--- src/hdl/rarn_ram.sv ---
module rarn_ram #(
    parameter int WIDTH = 8,
    parameter int DEPTH = 16,
    localparam int AW = (DEPTH > 1) ? $clog2(DEPTH) : 1
) (
    input  logic                     aclk,
    input  logic                     we,
    input  logic [AW-1:0]            waddr,
    input  logic [WIDTH-1:0]         wdata,
    input  logic [AW-1:0]            raddr,
    output logic [WIDTH-1:0]         rdata
);
    logic [WIDTH-1:0] mem [DEPTH];

    // Write port and registered read port
    always_ff @(posedge aclk) begin
        if (we) begin
            mem[waddr] <= wdata;
        end
        rdata <= mem[raddr];
    end

endmodule

--- config.mk ---
export PLATFORM = sky130hd
export DESIGN_NAME = rarn_ram
export DESIGN_NICKNAME = d
export VERILOG_FILES = /design/src/hdl/rarn_ram.sv
export SDC_FILE = /design/constraint.sdc
export NUM_CORES = 1
export LEC_CHECK = 0
export BUFFER_PORTS_ARGS = -buffer_cell sky130_fd_sc_hd__buf_2
export CAP_MARGIN = 30
export CORE_MARGIN = 2
export CORE_UTILIZATION = 57
export CTS_BUF_LIST = sky130_fd_sc_hd__clkbuf_4
export CTS_CLUSTER_SIZE = 10
export DETAILED_ROUTE_END_ITERATION = 12
export HOLD_SLACK_MARGIN = 0.15
export PLACE_DENSITY = 0.85
export SYNTH_ARGS = -nofsm -noshare
export SYNTH_HDL_FRONTEND = slang
export SYNTH_SLANG_ARGS = --single-unit
--- constraint.sdc ---
create_clock -name aclk -period 1.7 [get_ports aclk]
set_clock_uncertainty 0.2 [all_clocks]
set_input_delay 0.085 -clock aclk [delete_from_list [all_inputs] [get_ports aclk]]
set_output_delay 0.085 -clock aclk [all_outputs]
set_load 0.05 [all_outputs]
==> metrics.txt <==
status finished clean; gr usage total 22.0%; vias in the first global route 2,658; syn nets 247; sequential share of the synthesized area 77.8%; post-CTS setup repair buffer count 0; root buf cell clkbuf_4; #FFs+latches synth 136; CP top delay family buffers and inverters; Num Clock Sinks 136; Rel. slew slack 73.8%; Fin Setup TNS 0 ps; layout cells sized above 1 32.1%; Final nets 326; initial core utilization 59.0%; DR vias 2,605; Synth top cells by count 128 x edfxtp_1, 18 x mux4_2, 16 x a22oi_1; Worst-path clk slew 120 ps; Synth Warn # 0; H-Tree Depth 4; Clock Latency Late Sink 500 ps; HP Start raddr[0]; first-pass GRT wire length 15.4 mm; # IOs 26; Worst-Margin Slew 393 ps; Via density 6.06; data required time at the worst endpoint 1890 ps; design area 6070 um2; Arr. time, crit path 1880 ps; startpoint types input pin; Post-route DRC 0; CORE AREA 8720 um2; Critical Path Sink Type register; TritonCTS clock tree yes; Tot Pwr 0.00643 W; Critical Path Fanout Max 4; Achievable Freq 594 MHz; Netlist Area Pre-Place 5150 um2; Hold Vio Cnt, Final 0; CP peak stage delay 640 ps; Max Root-Sink Buffers 2; Buf/Inv on CP 3; Final setup viols 0; per-cell routed wire length 23.1 um; class of the worst hold path in2reg; VDD IR-drop max 0.000570 V; critical path type in2reg; die width 99.0 um; sequential power share 58.6%; routability congestion estimate 0.791; crit-path cells buf_2, buf_4, dlygate4sd3_1, mux4_2, a22oi_1, nand2_1; number of synthesized flops with an enable pin 128; Die Area 9810 um2; Synth-to-Final Area Change 18.0%; Max Cap Viol 0; Clk network pwr share 34.1%; final worst-path cycle share 99.0%; antenna-violating nets left 0; Setup crit start raddr[0]; Sw Share 22.9%; min cycle time layout 1680 ps; area leader, netlist edfxtp_1; height of the chip 99.0 um; Synth async-reset ratio 0%; Main synth FF type edfxtp_1; P_sw 0.00147 W; initial antenna violation count 1; fin. max-slew vios 0; RR Startpoint mem[1][3]; dpl cell area 5550 um2; WL final 9.95 mm; row count 34; Leak 2.08 nW; flop2flop setup slack 40 ps; count leader, synth edfxtp_1; I/O Buffers 25; Overflow after GRT 0; post-synth cell types 19; detailed-placement wirelength estimate 6.00 mm; internal power 0.00496 W; drt pass-1 iters 4; CTS Buf Count 17; largest net degree at the start of global routing 33; pwr/cell area 1060 nW/um2; largest cells by area after synthesis edfxtp_1 75%, mux4_2 7.9%, mux4_1 7.1%; post-synthesis cell count 229; Comb pwr share 7.4%; First DRT Iteration DRCs 230; Critical-path top delay cell dlygate4sd3_1; syn_area_per_cell 22.5 um2; Synth top area share 74.7%; worst hold slack 46.6 ps
## area by class of cell
type	instances	area (um2)
sequential	136	4000
fill	508	2650
multi-input combinational	83	1070
timing repair buffer	70	561
clock inverter	15	178
tap	108	135
clock buffer	17	128
antenna	1	2.50
## routing by layer
layer	wire (um)	track usage [%]	up-vias
met1	4000	30.2	1320
li1	-	-	1135
met2	5090	34.8	136
met3	704	4.82	14
met5	0	0	-
met4	155	9.17	0
## cell usage in the layout (no fill, tap or decap)
cell / netlist / layout
clkinvlp_4: 0 / 5
diode_2: 0 / 1
or3b_2: 1 / 1
nor3_1: 4 / 3
inv_6: 0 / 2
mux4_2: 18 / 18
a22oi_2: 0 / 1
and2b_1: 1 / 1
nand2b_1: 2 / 2
buf_2: 3 / 25
nor2_1: 13 / 13
edfxtp_1: 128 / 128
clkinv_4: 0 / 2
buf_4: 1 / 20
nor2b_1: 1 / 1
dlymetal6s4s_1: 0 / 1
a22oi_1: 16 / 15
nor3_2: 0 / 1
dfxtp_1: 8 / 8
buf_6: 3 / 2
clkinv_2: 0 / 3
clkbuf_4: 0 / 17
nand3b_1: 2 / 2
bufinv_16: 0 / 3
buf_12: 0 / 3
and2_1: 1 / 1
mux4_1: 14 / 14
dlygate4sd3_1: 0 / 19
nand2_1: 9 / 9
nand3_1: 1 / 1
## worst min-delay path: stages
cell	delay, ps
buf_2	150
buf_12	150
mux4_2	220
a22oi_1	60
nand2_1	50
## power groups by stage
stage          logic [W]  clock network (W)  registers (W)
6_report        0.000473            0.00219        0.00376
5_1_grt         0.000504            0.00237        0.00377
4_1_cts         0.000467            0.00221        0.00376
3_5_place_dp    0.000433                  0        0.00384
3_3_place_gp    0.000417                  0        0.00384
2_1_floorplan   0.000191                  0        0.00391
## worst paths after layout
| path | end | depth (start not counted) |
|---|---|---|
| setup / recovery | rdata[4] | 6 |
| hold / removal | rdata[2] | 5 |
| setup reg to reg | rdata[3] | 3 |
| hold reg to reg | rdata[2] | 3 |
## sequential cells by signal (all words and copies together) (netlist names)
name / flops
mem: 128
rdata: 8
## metrics by stage
| stage | utilization (%) | setup WS, ps | std cells |
|---|---|---|---|
| floorplan | - | 149 | 229 |
| global placement | 63.7 | 16.1 | 377 |
| detailed placement | 63.7 | -47.6 | 377 |
| CTS | 69.3 | 27.2 | 428 |
| global route | 69.7 | -5.41 | 430 |
| finish | 69.7 | 16.2 | 430 |
## logic make-up (layout without fill, tap and decap cells)
kind of cell,count (synthesis),after routing,synth area share [%]
and+or+nand+nor,35,35,3.18
muxes,32,32,15.0
other,0,1,0
AOI/OAI and AO/OA,16,16,2.33
buffers and inverters,10,102,1.68
DFF,136,136,77.8
## repair_timing
item | 4_1_cts | 5_1_grt
setup endpoints to repair | 0 | 21
hold buffers | 19 | 1
hold endpoints to repair | 264 | 8
resized for setup | 0 | 4
(Power assumes the default switching activity.)
