## config.mk

```make
export PLATFORM = sky130hd
export DESIGN_NAME = rarn_div
export DESIGN_NICKNAME = d
export VERILOG_FILES = /design/src/hdl/rarn_pkg.sv /design/src/hdl/rarn_div.sv
export SDC_FILE = /design/constraint.sdc
export NUM_CORES = 1
export LEC_CHECK = 0
export ABC_AREA = 0
export BUFFER_PORTS_ARGS = -buffer_cell sky130_fd_sc_hd__buf_2
export CAP_MARGIN = 20
export CELL_PAD_IN_SITES_DETAIL_PLACEMENT = 0
export CELL_PAD_IN_SITES_GLOBAL_PLACEMENT = 1
export CORE_UTILIZATION = 47
export CTS_CLUSTER_SIZE = 14
export DETAILED_ROUTE_END_ITERATION = 6
export PLACE_DENSITY = 0.86
export SLEW_MARGIN = 5
export SYNTH_ARGS = -nofsm -noshare
export SYNTH_HDL_FRONTEND = slang
export SYNTH_SLANG_ARGS = --single-unit
```

## constraint.sdc

```tcl
create_clock -name aclk -period 5 [get_ports aclk]
set_input_delay 0.5 -clock aclk [delete_from_list [all_inputs] [get_ports aclk]]
set_output_delay 0.5 -clock aclk [all_outputs]
set_load 0.02 [all_outputs]
```

## src/hdl/rarn_pkg.sv

```systemverilog
package rarn_pkg;

    // Row buffer depth default
    localparam int RARN_ROW_LEN = 64;

    // Fixed datapath widths
    localparam int SUM_W  = 37;
    localparam int DIV_W  = 49;
    localparam int MS_W   = 31;
    localparam int ROOT_W = 25;
    localparam int ENTRY_W = 48;

    // Configuration register indexes
    localparam logic [1:0] CFG_EPSILON     = 2'd0;
    localparam logic [1:0] CFG_BIAS_ENABLE = 2'd1;

    typedef struct packed {
        logic signed [15:0] addend_a;
        logic signed [15:0] addend_b;
        logic signed [15:0] gain;
        logic signed [15:0] bias;
        logic               row_end;
    } in_t;

    typedef struct packed {
        logic signed [15:0] normed;
        logic signed [15:0] residual;
        logic [31:0]        inv_rms;
        logic               overflow;
        logic               last_out;
    } out_t;

    typedef struct packed {
        logic             start;
        logic [DIV_W-1:0] dividend;
        logic [DIV_W-1:0] divisor;
    } div_req_t;

    typedef struct packed {
        logic             busy;
        logic             done;
        logic [DIV_W-1:0] quotient;
    } div_rsp_t;

    typedef enum logic [3:0] {
        ST_LOAD,
        ST_D1S,
        ST_D1W,
        ST_D2S,
        ST_D2W,
        ST_SQRT,
        ST_RD,
        ST_M1,
        ST_M2,
        ST_M3,
        ST_OUT
    } state_t;

endpackage

```

## src/hdl/rarn_div.sv

```systemverilog
module rarn_div (
    input  logic               aclk,
    input  logic               aresetn,
    input  rarn_pkg::div_req_t req,
    output rarn_pkg::div_rsp_t rsp
);
    import rarn_pkg::*;

    logic             busy_reg, busy_next;
    logic             done_reg, done_next;
    logic [5:0]       cnt_reg, cnt_next;
    logic [DIV_W:0]   rem_reg, rem_next;
    logic [DIV_W-1:0] quo_reg, quo_next;
    logic [DIV_W-1:0] div_reg, div_next;
    logic [DIV_W:0]   trial;
    logic             fits;

    // One restoring quotient bit per cycle
    always_comb begin
        trial     = {rem_reg[DIV_W-1:0], quo_reg[DIV_W-1]};
        fits      = trial >= {1'b0, div_reg};
        busy_next = busy_reg;
        done_next = 1'b0;
        cnt_next  = cnt_reg;
        rem_next  = rem_reg;
        quo_next  = quo_reg;
        div_next  = div_reg;
        if (req.start) begin
            busy_next = 1'b1;
            cnt_next  = 6'(DIV_W);
            rem_next  = '0;
            quo_next  = req.dividend;
            div_next  = req.divisor;
        end else if (busy_reg) begin
            rem_next = fits ? (trial - {1'b0, div_reg}) : trial;
            quo_next = {quo_reg[DIV_W-2:0], fits};
            cnt_next = cnt_reg - 6'd1;
            if (cnt_reg == 6'd1) begin
                busy_next = 1'b0;
                done_next = 1'b1;
            end
        end
    end

    always_ff @(posedge aclk) begin
        if (!aresetn) begin
            busy_reg <= 1'b0;
            done_reg <= 1'b0;
            cnt_reg  <= '0;
        end else begin
            busy_reg <= busy_next;
            done_reg <= done_next;
            cnt_reg  <= cnt_next;
        end
        rem_reg <= rem_next;
        quo_reg <= quo_next;
        div_reg <= div_next;
    end

    assign rsp.busy     = busy_reg;
    assign rsp.done     = done_reg;
    assign rsp.quotient = quo_reg;

endmodule

```

==> flow_summary.json <==
{
  "synth_ff_type": "edfxtp_1",
  "cts_setup_buffers": 0,
  "ys_seq_area_frac": 0.4435,
  "ff2ff_setup_slack_ns": 1.05,
  "status": "finished, final reports clean",
  "maxSlewViolCount": 0,
  "yosysTopAreaCell": "edfxtp_1",
  "hold_class": "primary input to register",
  "clkTransAtPathRegs_ns": 0.07,
  "ys_seq_elements": 155,
  "gp_congestion": 0.8737,
  "power.leakage_uw": 0.004544,
  "syn_area_per_cell_um2": 10.31,
  "num_vias": 7227,
  "hold_viol": 0,
  "rsz0062_at_grt": "false",
  "dieArea_um2": 20150,
  "drive_gt1_frac": 0.2510,
  "clock_latency_ns": 0.44,
  "r2r_start": "quo_reg[48]$_DFFE_PP_",
  "clk_path_buf_depth": 2,
  "period_share": 0.7902,
  "worst-slew-pin-transition_ns": 1.022,
  "postRouteAntennaNets": 0,
  "row_count": 50,
  "fp.dieW_um": 142.0,
  "worstPathMaxFanout": 21,
  "ir_worst_vdd_v": 0.0002559,
  "io_buffer_count": 151,
  "ctsHoldBuffers": 0,
  "ys_top_cells_by_count": "98 x edfxtp_1, 65 x inv_1, 64 x nor2_1, 58 x a21oi_1, 57 x dfxtp_1",
  "nets": 1172,
  "post_cts_resized": 0,
  "slew_headroom": 0.3177,
  "clock-root-buffer": "clkbuf_16",
  "numCtsBuffers": 17,
  "dpl_cell_area_um2": 10080,
  "grt_max_degree": 137,
  "yosysWarnings": 0,
  "die_h_um": 142.0,
  "timing.fmax_mhz": 253.1,
  "drv_cap": 0,
  "grt_pass1_wl_mm": 35.67,
  "fin_setup_tns_ns": 0,
  "grt_usage": 0.2281,
  "synthesis.area_um2": 9208,
  "cts.sinks": 155,
  "hp-start": "req[44]",
  "synth.distinct_cells": 68,
  "placed_cells": 1260,
  "fp.coreArea_um2": 18960,
  "p_per_area_nw_per_um2": 352.2,
  "finalNonFillerCells": 1292,
  "dp_hpwl_mm": 16.01,
  "async_flop_share": 0,
  "synth_cells": 893,
  "antenna_cells": 0,
  "htree_levels": 4,
  "skew_ns": 0.01336,
  "design_area_um2": 10710,
  "antenna_found_initial": 0,
  "wire_per_inst_um": 17.22,
  "yosysMostFrequentCell": "edfxtp_1",
  "drc": 0,
  "drt_first_pass_iters": 5,
  "worstPathArrival_ns": 4.27,
  "synth_nets": 1046,
  "grt_overflow": 0,
  "final.min_clock_period_ns": 3.951,
  "startpoint_type": "register",
  "cp_data_required_time_ns": 5.32,
  "ios": 152,
  "cts_tree": "yes",
  "drt-initial-drc-count": 484,
  "critPathCaptureType": "register",
  "cp-startpoint": "quo_reg[48]$_DFFE_PP_",
  "synth_area_leaders": "edfxtp_1 32%, dfxtp_1 12%, ha_1 6.9%",
  "via_per_inst": 5.594,
  "synth_top_area_frac": 0.3196,
  "routed_wl_mm": 22.25,
  "start_util": 0.4857,
  "grt_pass1_vias": 6980,
  "post-route-util": 0.5648,
  "syn_to_final_growth_pct": 16.27,
  "synth_edf_count": 98,
  "finalSetupViolCount": 0,
  "power_uw": 3770,
  "path_class": "register to register",
  "n_fill_cell": 1653
}
-- area by class of cell --
cell class              instances  area [um2]  area share
multi-input cells             624        4621      0.4316
flip-flops and latches        155        4085      0.3816
repair buffers                156       808.3     0.07550
clock inverters                15       196.4     0.01835
well taps                     260       325.3     0.03039
clock buffers                  17       425.4     0.03974
inverters                      65       244.0     0.02279
-- cell families after synthesis --
kind of cell	synth area share
mux	0.09471
simple gates	0.1102
buf+inv	0.05490
xor+xnor	0.04566
compound gates	0.1795
fa+ha+maj	0.07148
flops	0.4435
-- critical path, cell delays in order (launching register included) --
cell	delay, ns
edfxtp_1	0.40
inv_1	0.07
ha_1	0.16
inv_1	0.07
fa_1	0.42
a211oi_1	0.31
o21ai_0	0.17
a41oi_1	0.22
nand3_1	0.24
o211ai_1	0.32
a211oi_2	0.11
nand2b_2	0.49
buf_4	0.42
mux2i_1	0.16
a211oi_1	0.27
-- placed cells by master (no fill, tap or decap), types with 6 or more instances in the layout --
master,instances
nand4_1,17
ha_1,51
o211ai_1,10
nor2_1,64
dfxtp_1,56
edfxtp_1,98
a211oi_1,36
xor2_1,18
xnor2_1,30
o21bai_1,10
inv_1,64
o21a_1,11
mux2_2,49
nand2_1,44
clkbuf_16,17
a21o_1,29
and2_1,6
o21ai_0,31
buf_2,150
nand3_1,19
a21oi_1,58
nor3_1,11
and3_1,9
mux2i_1,32
-- power breakdown --
part	internal, uW	total (uW)	switching (uW)
Sequential	1490	1550	65.5
Combinational	356	878	522
Clock	722	1340	618
-- layer usage --
metal | vias up | wire, um | global-route usage
li1 | 3573 | - | -
met1 | 3380 | 10170 | 0.2955
met2 | 250 | 10270 | 0.3757
met3 | 24 | 1541 | 0.05922
met4 | 0 | 261 | 0.06508
met5 | - | 0 | 0
-- final timing paths --
kind                                                  to  cells after the start
worst max-delay path            rem_reg[18]$_SDFFE_PP0P_                     14
worst min-delay path               div_reg[44]$_DFFE_PP_                      1
worst max register to register  rem_reg[18]$_SDFFE_PP0P_                     14
worst min register to register   rem_reg[2]$_SDFFE_PP0P_                      2
-- metrics by stage --
step                hold slack [ns]  setup WS [ns]
floorplan                    0.4526          1.629
global placement             0.4751          1.242
detailed placement           0.4858          1.127
CTS                          0.2211          1.093
global route                 0.2197         0.7559
finish                       0.2332          1.049
No activity file was read; power rests on OpenSTA's default activity.
